===== config.mk =====
export PLATFORM = sky130hd
export DESIGN_NAME = utf8_stream_decoder_unit_flat
export DESIGN_NICKNAME = d
export VERILOG_FILES = /design/src/design/usd_pkg.sv /design/src/design/usd_chan_if.sv /design/src/design/usd_front.sv /design/src/design/usd_back.sv /design/src/design/utf8_stream_decoder_unit.sv /design/src/flat_wrapper.sv
export SDC_FILE = /design/constraint.sdc
export NUM_CORES = 1
export LEC_CHECK = 0
export ABC_AREA = 1
export BUFFER_PORTS_ARGS = -buffer_cell sky130_fd_sc_hd__buf_2
export CAP_MARGIN = 20
export CORE_MARGIN = 5
export CORE_UTILIZATION = 40
export DETAILED_ROUTE_END_ITERATION = 7
export PLACE_DENSITY = 0.65
export SLEW_MARGIN = 10
export SYNTH_ARGS = -nofsm -noshare
export SYNTH_HDL_FRONTEND = slang
export SYNTH_SLANG_ARGS = --single-unit

===== constraint.sdc =====
create_clock -name clk_i -period 4 [get_ports clk_i]
set_input_delay 0.2 -clock clk_i [delete_from_list [all_inputs] [get_ports clk_i]]
set_output_delay 0.2 -clock clk_i [all_outputs]
set_load 0.01 [all_outputs]

===== src/design/usd_pkg.sv =====
// ----------------------------------------------------------------------------
// usd_pkg: shared types and constants of the UTF-8 stream decoder
// Byte classes passed from the front end to the decode back end, the
// queue entry layout and the channel payload structs.
// ----------------------------------------------------------------------------
package usd_pkg;

  localparam int unsigned CpW   = 21;
  localparam int unsigned MinW  = 17;
  localparam int unsigned BitsW = 7;

  localparam logic [CpW-1:0]  ReplacementCp = 21'h00FFFD;
  localparam logic [CpW-1:0]  MaxScalar     = 21'h10FFFF;
  localparam logic [CpW-1:0]  SurrLo        = 21'h00D800;
  localparam logic [CpW-1:0]  SurrHi        = 21'h00DFFF;
  localparam logic [MinW-1:0] Min2          = 17'h00080;
  localparam logic [MinW-1:0] Min3          = 17'h00800;
  localparam logic [MinW-1:0] Min4          = 17'h10000;

  // Input operation codes
  typedef enum logic {
    OP_DATA  = 1'b0,
    OP_FLUSH = 1'b1
  } usd_op_e;

  // Byte class decided by the front end
  typedef enum logic [2:0] {
    K_ASCII,
    K_CONT,
    K_LEAD2,
    K_LEAD3,
    K_LEAD4,
    K_BAD,
    K_FLUSH
  } usd_kind_e;

  // Queue entry: class plus the payload bits of the byte, already masked
  typedef struct packed {
    usd_kind_e        kind;
    logic [BitsW-1:0] bits;
  } usd_entry_t;

  // Head of the queue as seen by the back end
  typedef struct packed {
    logic       valid;
    usd_entry_t entry;
  } usd_head_t;

  // Channel payloads
  typedef struct packed {
    logic       operation;
    logic [7:0] data_byte;
  } usd_in_t;

  typedef struct packed {
    logic [CpW-1:0] code_point;
    logic           last_of_run;
  } usd_out_t;

endpackage


===== src/design/usd_chan_if.sv =====
// ----------------------------------------------------------------------------
// usd_chan_if: valid/ready channel
// Carries one request per accepted handshake; payload type is set per use.
// ----------------------------------------------------------------------------
interface usd_chan_if #(
  parameter type payload_t = logic
) ();

  logic     valid;
  logic     ready;
  payload_t payload;

  modport source (output valid, output payload, input ready);
  modport sink   (input valid, input payload, output ready);

endinterface


===== src/design/usd_front.sv =====
// ----------------------------------------------------------------------------
// usd_front: request intake and byte classification
// Classifies each accepted request and holds it in a two-entry queue
// that the decode back end drains.
// ----------------------------------------------------------------------------
module usd_front (
  input  logic              clk_i,
  input  logic              rst_ni,
  usd_chan_if.sink          in_i,
  input  logic              pop_i,
  output usd_pkg::usd_head_t head_o
);
  import usd_pkg::*;

  usd_entry_t mem_q [2];
  logic       wr_ptr_q, wr_ptr_d;
  logic       rd_ptr_q, rd_ptr_d;
  logic [1:0] count_q, count_d;
  logic       push;
  logic       do_pop;
  usd_entry_t cls;

  // Classify the incoming request
  always_comb begin
    cls.kind = K_BAD;
    cls.bits = '0;
    if (in_i.payload.operation == OP_FLUSH) begin
      cls.kind = K_FLUSH;
    end else begin
      case (in_i.payload.data_byte) inside
        [8'h00:8'h7F]: begin
          cls.kind = K_ASCII;
          cls.bits = in_i.payload.data_byte[6:0];
        end
        [8'h80:8'hBF]: begin
          cls.kind = K_CONT;
          cls.bits = {1'b0, in_i.payload.data_byte[5:0]};
        end
        [8'hC2:8'hDF]: begin
          cls.kind = K_LEAD2;
          cls.bits = {2'b00, in_i.payload.data_byte[4:0]};
        end
        [8'hE0:8'hEF]: begin
          cls.kind = K_LEAD3;
          cls.bits = {3'b000, in_i.payload.data_byte[3:0]};
        end
        [8'hF0:8'hF4]: begin
          cls.kind = K_LEAD4;
          cls.bits = {4'b0000, in_i.payload.data_byte[2:0]};
        end
        default: cls.kind = K_BAD;
      endcase
    end
  end

  // Queue control
  assign in_i.ready   = (count_q != 2'd2);
  assign push         = in_i.valid && in_i.ready;
  assign do_pop       = pop_i && (count_q != 2'd0);
  assign head_o.valid = (count_q != 2'd0);
  assign head_o.entry = mem_q[rd_ptr_q];

  always_comb begin
    wr_ptr_d = push   ? ~wr_ptr_q : wr_ptr_q;
    rd_ptr_d = do_pop ? ~rd_ptr_q : rd_ptr_q;
    count_d  = count_q;
    if (push && !do_pop) begin
      count_d = count_q + 2'd1;
    end else if (!push && do_pop) begin
      count_d = count_q - 2'd1;
    end
  end

  always_ff @(posedge clk_i or negedge rst_ni) begin
    if (!rst_ni) begin
      wr_ptr_q <= 1'b0;
      rd_ptr_q <= 1'b0;
      count_q  <= 2'd0;
    end else begin
      wr_ptr_q <= wr_ptr_d;
      rd_ptr_q <= rd_ptr_d;
      count_q  <= count_d;
    end
  end

  // Queue storage
  always_ff @(posedge clk_i) begin
    if (push) begin
      mem_q[wr_ptr_q] <= cls;
    end
  end

endmodule


===== src/design/usd_back.sv =====
// ----------------------------------------------------------------------------
// usd_back: sequence decode and result register
// Holds the open-sequence state, consumes queue entries and drives the
// output register. An interrupted sequence before an ASCII or bad byte
// takes two passes over the same entry.
// ----------------------------------------------------------------------------
module usd_back (
  input  logic              clk_i,
  input  logic              rst_ni,
  input  usd_pkg::usd_head_t head_i,
  output logic              pop_o,
  usd_chan_if.source        out_o
);
  import usd_pkg::*;

  logic [CpW-1:0]  part_q, part_d;
  logic [MinW-1:0] min_q, min_d;
  logic [1:0]      left_q, left_d;
  logic            ovld_q, ovld_d;
  usd_out_t        opay_q, opay_d;

  logic            slot_free;
  logic            step;
  logic            emit;
  logic [CpW-1:0]  emit_cp;
  logic            emit_last;
  logic [CpW-1:0]  joined;
  logic            bad_val;

  assign slot_free = !ovld_q || out_o.ready;
  assign step      = head_i.valid && slot_free;

  // Value after appending a continuation byte, and its legality
  assign joined  = {part_q[CpW-7:0], head_i.entry.bits[5:0]};
  assign bad_val = (joined < {4'b0000, min_q}) || (joined > MaxScalar) ||
                   ((joined >= SurrLo) && (joined <= SurrHi));

  // Decode step
  always_comb begin
    part_d    = part_q;
    min_d     = min_q;
    left_d    = left_q;
    pop_o     = 1'b0;
    emit      = 1'b0;
    emit_cp   = ReplacementCp;
    emit_last = 1'b1;
    if (step) begin
      pop_o = 1'b1;
      case (head_i.entry.kind)
        K_FLUSH: begin
          emit   = (left_q != 2'd0);
          part_d = '0;
          min_d  = '0;
          left_d = 2'd0;
        end
        K_CONT: begin
          if (left_q == 2'd0) begin
            emit = 1'b1;
          end else begin
            part_d = joined;
            left_d = left_q - 2'd1;
            if (left_q == 2'd1) begin
              emit    = 1'b1;
              emit_cp = bad_val ? ReplacementCp : joined;
              part_d  = '0;
              min_d   = '0;
            end
          end
        end
        K_LEAD2, K_LEAD3, K_LEAD4: begin
          // a pending sequence is cut short by the new lead
          emit   = (left_q != 2'd0);
          part_d = {{(CpW-BitsW){1'b0}}, head_i.entry.bits};
          if (head_i.entry.kind == K_LEAD2) begin
            min_d  = Min2;
            left_d = 2'd1;
          end else if (head_i.entry.kind == K_LEAD3) begin
            min_d  = Min3;
            left_d = 2'd2;
          end else begin
            min_d  = Min4;
            left_d = 2'd3;
          end
        end
        default: begin
          // ASCII or bad lead byte
          emit = 1'b1;
          if (left_q != 2'd0) begin
            // replacement first, then retry the same entry while idle
            emit_last = 1'b0;
            pop_o     = 1'b0;
            part_d    = '0;
            min_d     = '0;
            left_d    = 2'd0;
          end else if (head_i.entry.kind == K_ASCII) begin
            emit_cp = {{(CpW-BitsW){1'b0}}, head_i.entry.bits};
          end
        end
      endcase
    end
  end

  // Output register
  always_comb begin
    ovld_d = ovld_q;
    opay_d = opay_q;
    if (slot_free) begin
      ovld_d = emit;
      if (emit) begin
        opay_d.code_point  = emit_cp;
        opay_d.last_of_run = emit_last;
      end
    end
  end

  assign out_o.valid   = ovld_q;
  assign out_o.payload = opay_q;

  always_ff @(posedge clk_i or negedge rst_ni) begin
    if (!rst_ni) begin
      part_q <= '0;
      min_q  <= '0;
      left_q <= 2'd0;
      ovld_q <= 1'b0;
    end else begin
      part_q <= part_d;
      min_q  <= min_d;
      left_q <= left_d;
      ovld_q <= ovld_d;
    end
  end

  always_ff @(posedge clk_i) begin
    opay_q <= opay_d;
  end

endmodule


===== src/design/utf8_stream_decoder_unit.sv =====
// A request waits in the queue, then its result in the output register.
// Throughput: one request per cycle unless the queue is full; an interrupted
//   sequence before an ASCII or invalid byte takes two back-end passes.
// The input is decoupled from the output by a two-entry request queue.
// Reset: asynchronous, active low; clears the queue, decode state and
//   output valid.
// ----------------------------------------------------------------------------
// utf8_stream_decoder_unit: UTF-8 byte stream to Unicode code points
// Front end classifies bytes into a short queue; back end tracks the open
// sequence and emits code points with U+FFFD replacement.
// ----------------------------------------------------------------------------
module utf8_stream_decoder_unit (
  input  logic       clk_i,
  input  logic       rst_ni,
  usd_chan_if.sink   in_i,
  usd_chan_if.source out_o
);
  import usd_pkg::*;

  usd_head_t head;
  logic      pop;

  usd_front u_front (
    .clk_i  (clk_i),
    .rst_ni (rst_ni),
    .in_i   (in_i),
    .pop_i  (pop),
    .head_o (head)
  );

  usd_back u_back (
    .clk_i  (clk_i),
    .rst_ni (rst_ni),
    .head_i (head),
    .pop_o  (pop),
    .out_o  (out_o)
  );

endmodule


===== src/flat_wrapper.sv =====
// flat-port wrapper written by rule: the top's interface ports become plain ports
module utf8_stream_decoder_unit_flat import usd_pkg::*;
  (clk_i, rst_ni, in_i_valid, in_i_payload, in_i_ready, out_o_valid, out_o_payload, out_o_ready);
  usd_chan_if #(.payload_t(usd_in_t)) in_i_i ();
  usd_chan_if #(.payload_t(usd_out_t)) out_o_i ();
  input  logic clk_i;
  input  logic rst_ni;
  input wire logic [$bits(in_i_i.valid)-1:0] in_i_valid;
  input wire logic [$bits(in_i_i.payload)-1:0] in_i_payload;
  output wire logic [$bits(in_i_i.ready)-1:0] in_i_ready;
  output wire logic [$bits(out_o_i.valid)-1:0] out_o_valid;
  output wire logic [$bits(out_o_i.payload)-1:0] out_o_payload;
  input wire logic [$bits(out_o_i.ready)-1:0] out_o_ready;
  assign in_i_i.valid = in_i_valid;
  assign in_i_i.payload = in_i_payload;
  assign in_i_ready = in_i_i.ready;
  assign out_o_valid = out_o_i.valid;
  assign out_o_payload = out_o_i.payload;
  assign out_o_i.ready = out_o_ready;
  utf8_stream_decoder_unit u_core (.clk_i(clk_i), .rst_ni(rst_ni), .in_i(in_i_i), .out_o(out_o_i));
endmodule

== Yosys cells after proc, flatten, opt, wreduce, memory -nomap -nowiden ==
Memory sizes are Yosys's and may differ from the RTL's.
Cells that the tools add are included.
Storage, ports and cells
  output and inout bits: 24
  memories: 1
  input bits: 13
  word-level logic and storage cells: 111
  RAM bits: 20
  flip-flop bits (word level): 61
Operators by class
  magnitude comparators: 14
  reduce and logical (&&, ||, !) cells: 29
  bitwise logic cells: 2
  add/subtract/negate cells: 3
  equal/unequal tests: 9
  multiplexer cells: 44
Memories
  u_core.u_front.mem_q: depth 2, width 10, read ports 1, clocked after memory_dff 0, wr ports 1, RTL line usd_front.sv:15  | usd_entry_t mem_q [2];
Operators with widths (number)
  17-bit two-way mux: 5
  21-bit two-way mux: 3
  17-bit case mux with 3 select lines: 1
  15-bit two-way mux: 3
  15-bit case mux with 3 select lines: 1
  21-bit case mux with 2 select lines: 1
  8-bit greater-or-equal comparator (second input constant): 4
  8-bit <= comparator (second input constant): 4
  16-bit two-way mux: 2
  21-bit by 16-bit greater-or-equal comparator with 1-bit output (second input constant): 1
  21-bit greater-than comparator (second input constant): 1
  21-bit by 16-bit <= comparator with 1-bit output (second input constant): 1
  21-bit by 17-bit < comparator with 1-bit output: 1
  3-bit two-way mux: 6
  7-bit two-way mux: 2
  1-bit logical AND: 11
  1-bit two-way mux: 10
  2-bit two-way mux: 5
  8-bit by 1-bit greater-or-equal comparator with 1-bit output (second input constant): 1
  8-bit by 7-bit <= comparator with 1-bit output (second input constant): 1
  3-bit by 2-bit == test with 1-bit output (second input constant): 2
  3-bit == test (second input constant): 2
  6-bit two-way mux: 1
  2-bit != test (second input constant): 3
  other kinds (21): 29

== Longest topological paths before layout ==
An unclocked memory read counts as a cell.
  depth in word-level cells: 9
  mapped depth: 12

== Cells and area by module ==
A second synthesis with hierarchy kept.
Second synthesis, totals
  cells, all modules: 358
  area total of the unflattened synthesis: 3355.7 sq um
Modules (own cells, without submodules)
  usd_back: area an instance 2255.9 sq um, cells each 242, instances 1, sequential area each 1186.1 sq um
  usd_front: area an instance 1099.8 sq um, cells each 116, instances 1, sequential area each 700.7 sq um

== Least setup slack after synthesis ==
OpenSTA, ideal clock, no wires.
  kind: register to register
  from: register u_core.u_front.rd_ptr_q
  to: register u_core.u_back.opay_q (netlist bit u_core.u_back.out_o.payload[0]) (enable)
  data arrival time: 1.541 ns
  setup slack: 2.082 ns
  library setup time: 0.377 ns
  clock period less this slack: 1.918 ns
  cell stages (with the launch flop): 9
  path through: dfrtp_1 -> buf_4 -> nand2_1 -> nand2_2 -> nand3_4 -> nor2_4 -> o21ai_0 -> nand2_1 -> inv_1
Between the ends
  longest elaborated chain between the ends: 6
  elaborated cells on any way between the ends: 10
  classes of those cells: eq/ne: 5; mux: 2; reduce/logical: 2; memory: 1
RTL lines
  from (decl): RTL line usd_front.sv:17  | logic rd_ptr_q, rd_ptr_d;
  from (signal assigned): RTL line usd_front.sv:81  | rd_ptr_q <= rd_ptr_d;
  memory 2 x 10 bit (*)
  3-bit by 2-bit == test with 1-bit output / 3-bit == test (equally long branches): RTL line usd_back.sv:49  | case (head_i.entry.kind)
  4-bit OR reduction (no line)
  1-bit case mux with 2 select lines (*): RTL line usd_back.sv:49
  1-bit two-way mux (*): RTL line usd_back.sv:47  | if (step) begin
  2-bit AND reduction (no line) (*)
  to (signal assigned): RTL line usd_back.sv:134  | opay_q <= opay_d;
  to (decl): RTL line usd_back.sv:20  | usd_out_t opay_q, opay_d;
Mark *: on every way between the ends. The rest lies on a longest branch, timed or not.
A chain may end at the register's enable or synchronous reset.

== Worst setup path in the final report ==
  from: register u_core.u_front.rd_ptr_q
  to: register u_core.u_front.count_q[1]
Between the ends
  longest elaborated chain between the ends: 9
  elaborated cells on any way between the ends: 15
  classes of those cells: eq/ne: 5; mux: 3; reduce/logical: 6; memory: 1
RTL lines
  memory 2 x 10 bit (*)
  3-bit by 2-bit == test with 1-bit output (tied with other cells): RTL line usd_back.sv:49
  5-bit OR reduction (no line) (*)
  1-bit two-way mux (*): RTL line usd_back.sv:49
  1-bit two-way mux (*): RTL line usd_back.sv:47
  1-bit logical AND (*): RTL line usd_front.sv:59  | assign do_pop = pop_i && (count_q != 2'd0);
  1-bit logical NOT: RTL line usd_front.sv:67  | if (push && !do_pop) begin
  1-bit logical AND: RTL line usd_front.sv:67
  2-bit two-way mux / 2-bit nonzero test (equally long branches)
  to (signal assigned): RTL line usd_front.sv:82  | count_q <= count_d;
  to (decl): RTL line usd_front.sv:18  | logic [1:0] count_q, count_d;
Marked as above.

==> impl_metrics.py <==
metrics = {
    "run_status": {
        "status": "completed",
    },
    "placement": {
        "dp_cells": 491,
        "place_congestion": 0.819,
        "io_buffers": 36,
        "hpwl_um": 4710,
    },
    "worst_hold_path": {
        "hold_end": "u_core.u_back.out_o.valid",
        "hold_depth": 2,
        "hp-class": "input pin to flip-flop",
        "hp-start": "out_o_ready",
    },
    "setup_path": {
        "path_cells": "inv_2 -> nand2_1 -> nand2_1 -> nand2_2 -> nand2_4 -> nand2_2 -> o21ai_2 -> ha_1 -> a21oi_1 -> o21ai_0 -> xnor2_1",
        "critPathRequiredTime_ns": 4.21,
        "crit_fanout": 17,
        "start_kind": "flip-flop",
        "r2r-end": "u_core.u_front.count_q[1]",
        "slowest_stage": "dfrtp_1",
        "r2r_slack_ns": 1.47,
        "critical_path.max_stage_delay_ns": 0.50,
        "path_delay_family": "simple AND/OR/NAND/NOR gates",
        "cp-end-kind": "flip-flop",
        "cp.arrival_ns": 2.74,
        "ff2ff_path_depth": 11,
        "critPathBufInv": 1,
        "r2r-start": "u_core.u_front.rd_ptr_q",
        "critPathKind": "flip-flop to flip-flop",
    },
    "pwr": {
        "leakage_nw": 1.61,
        "cellPowerDensity_mw_per_mm2": 822,
        "total_power_mw": 3.05,
        "vdd_drop_max_mv": 0.253,
    },
    "clocking": {
        "insertion_delay_ns": 0.33,
        "root_buffer": "clkbuf_8",
        "cts_buffers": 9,
        "cts_max_level": 3,
        "numClockSinks": 67,
        "path_clk_slew_ns": 0.07,
        "clockBufferDepth": 2,
        "cts_resized": 0,
        "postCtsSetupRepairBufs": 0,
        "cts_tree": "built",
    },
    "detailed_routing": {
        "post_drt_via_cell_ratio": 4.81,
        "num_vias": 2443,
        "avgRoutedWirePerCell_um": 12.6,
        "ant_nets": 0,
        "drc": 0,
        "drt_iter0_markers": 107,
        "totalWireLength_um": 6410,
        "drtPass1Iterations": 5,
    },
    "grt": {
        "grt_pass1_vias": 2460,
        "antenna_found_initial": 0,
        "grt.total_usage_pct": 13.8,
        "grt-ovfl-total": 0,
        "grt_max_degree": 37,
        "grt_pass1_wl_um": 11000,
    },
    "synthesis": {
        "synth_area_mm2": 0.00329,
        "syn_area_per_cell_um2": 9.18,
        "synth_area_leaders": "edfxtp_1 38%, dfrtp_1 19%, nand2_1 11%, nor2_1 5.4%, inv_1 4.0%",
        "ys.flop_type": "edfxtp_1",
        "syn_inst": 359,
        "synth_edf_count": 42,
        "synth_seq_cells": 67,
        "synth_warnings": 0,
        "synth_area_leader_cell": "edfxtp_1",
        "syn_nets": 377,
        "ys_types": 32,
        "ys_seq_area_share_pct": 57.3,
        "async_reset_ff_share_pct": 37.3,
        "yosys.area.top_type_share_pct": 38.3,
    },
    "floorplanning": {
        "io-pin-count": 37,
        "die_x_um": 101,
        "die_y_um": 101,
        "core.rowCount": 33,
        "die_area_mm2": 0.0102,
        "coreArea_mm2": 0.00813,
        "start_util_pct": 40.5,
    },
    "sta": {
        "drv_slew": 0,
        "fmax_mhz": 395,
        "fin_crit_sh_pct": 63.3,
        "slew_headroom_pct": 41.0,
        "rsz0062_at_grt": "no",
        "fin_skew_ns": 0.00651,
        "worst_pin_slew_ns": 0.884,
        "hold_viol_final": 0,
        "min_period_ns": 2.53,
        "fin_setup_tns_ns": 0,
        "setup_viol": 0,
    },
    "cells_and_area": {
        "final_util_pct": 45.6,
        "final_common_cell": "nand2_1",
        "final_cells": 508,
        "drive_gt1_share_pct": 17.9,
        "final_cell_mix": "94 x nand2_1, 47 x nor2_1, 42 x edfxtp_1, 36 x buf_2, 35 x inv_1",
        "diodes": 0,
        "final_nets": 416,
        "area_delta_synth_final_pct": 12.6,
    },
    "job": {
        "maxCapViolations": 0,
    },
}
## routing by layer
| layer | global-route usage [%] | routed length [µm] |
|---|---|---|
| met5 | 0 | 0 |
| met2 | 24.0 | 3210 |
| met4 | 6.22 | 71 |
| met1 | 16.1 | 2830 |
| met3 | 2.98 | 292 |
## power breakdown
group	switching, mW	internal (mW)
Clock	0.230	0.244
Sequential	0.132	1.08
Combinational	0.945	0.422
Total	1.31	1.74
## worst reg2reg max path, stage by stage, from the launching register on
cell and delay, ns:
dfrtp_1 0.50, inv_2 0.23, nand2_1 0.07, nand2_1 0.23, nand2_2 0.13, nand2_4 0.11, nand2_2 0.23, o21ai_2 0.27
ha_1 0.29, a21oi_1 0.12, o21ai_0 0.11, xnor2_1 0.14
## stage by stage
| stage | hold slack (ns) | instance area [µm²] | setup WS [ns] |
|---|---|---|---|
| after detailed placement | 0.234 | 3540 | 1.46 |
| after global routing | 0.0498 | 3710 | 1.23 |
| after CTS | 0.0458 | 3710 | 1.44 |
| final | 0.0578 | 3710 | 1.47 |
| after global placement | 0.234 | 3540 | 1.54 |
| after floorplan | -0.0956 | 3290 | 2.08 |
## sequential cells by signal, summed over array words and instances (netlist names)
signal	cells
u_core.u_front.wr_ptr_q	1
u_core.u_back.left_q	2
u_core.u_front.count_q	2
u_core.u_back.out_o.valid	1
u_core.u_back.out_o.payload	22
u_core.u_back.part_q	15
u_core.u_back.min_q	3
u_core.u_front.mem_q	20
u_core.u_front.rd_ptr_q	1
## worst max path at each step
stage,from,endpoint,slack [ns],depth (start not counted)
6_report,u_core.u_front.rd_ptr_q,u_core.u_front.count_q[1],1.47,11
5_1_grt,u_core.u_front.rd_ptr_q,u_core.u_front.count_q[1],1.23,11
4_1_cts,u_core.u_front.rd_ptr_q,u_core.u_front.count_q[1],1.44,11
3_5_place_dp,u_core.u_front.rd_ptr_q,u_core.u_front.count_q[1],1.46,11
3_3_place_gp,u_core.u_front.rd_ptr_q,u_core.u_front.count_q[1],1.54,11
2_1_floorplan,u_core.u_front.rd_ptr_q,u_core.u_back.out_o.payload[0],2.08,8
## repair_timing
item | CTS | global route
hold endpoints to repair | 25 | 0
hold buffers | 1 | 0
setup endpoints to repair | 0 | 0
## synthesized netlist by cell type, types with 2 or more instances
| library cell | number |
|---|---|
| o21ai_0 | 16 |
| inv_2 | 4 |
| dfrtp_1 | 25 |
| a21oi_2 | 5 |
| nand4_1 | 12 |
| ha_1 | 5 |
| nor3_1 | 4 |
| edfxtp_1 | 42 |
| inv_1 | 35 |
| nand2_2 | 10 |
| nand2_1 | 94 |
| a21oi_1 | 5 |
| o21ai_1 | 4 |
| nand3_1 | 26 |
| o22ai_1 | 3 |
| buf_4 | 2 |
| clkbuf_1 | 3 |
| buf_6 | 3 |
| xnor2_1 | 2 |
| nor2_1 | 47 |
## final cells by class
cell class                      instances  area [µm²]
Clock buffer                           16         160
Fill cell                             791        4420
Inverter                               40         150
Multi-Input combinational cell        243        1190
Sequential cell                        67        1890
Tap cell                              105         131
Timing Repair Buffer                   37         190
## cell families after synthesis
family / count (synthesis) / synth area share, %
buffers and inverters: 49 / 6.53
DFF: 67 / 57.3
and+or+nand+nor: 198 / 26.6
xor gates and xnor gates: 3 / 0.798
AOI/OAI and AO/OA: 37 / 6.91
adders and majority gates: 5 / 1.90
No activity file was read; power rests on OpenSTA's default activity.
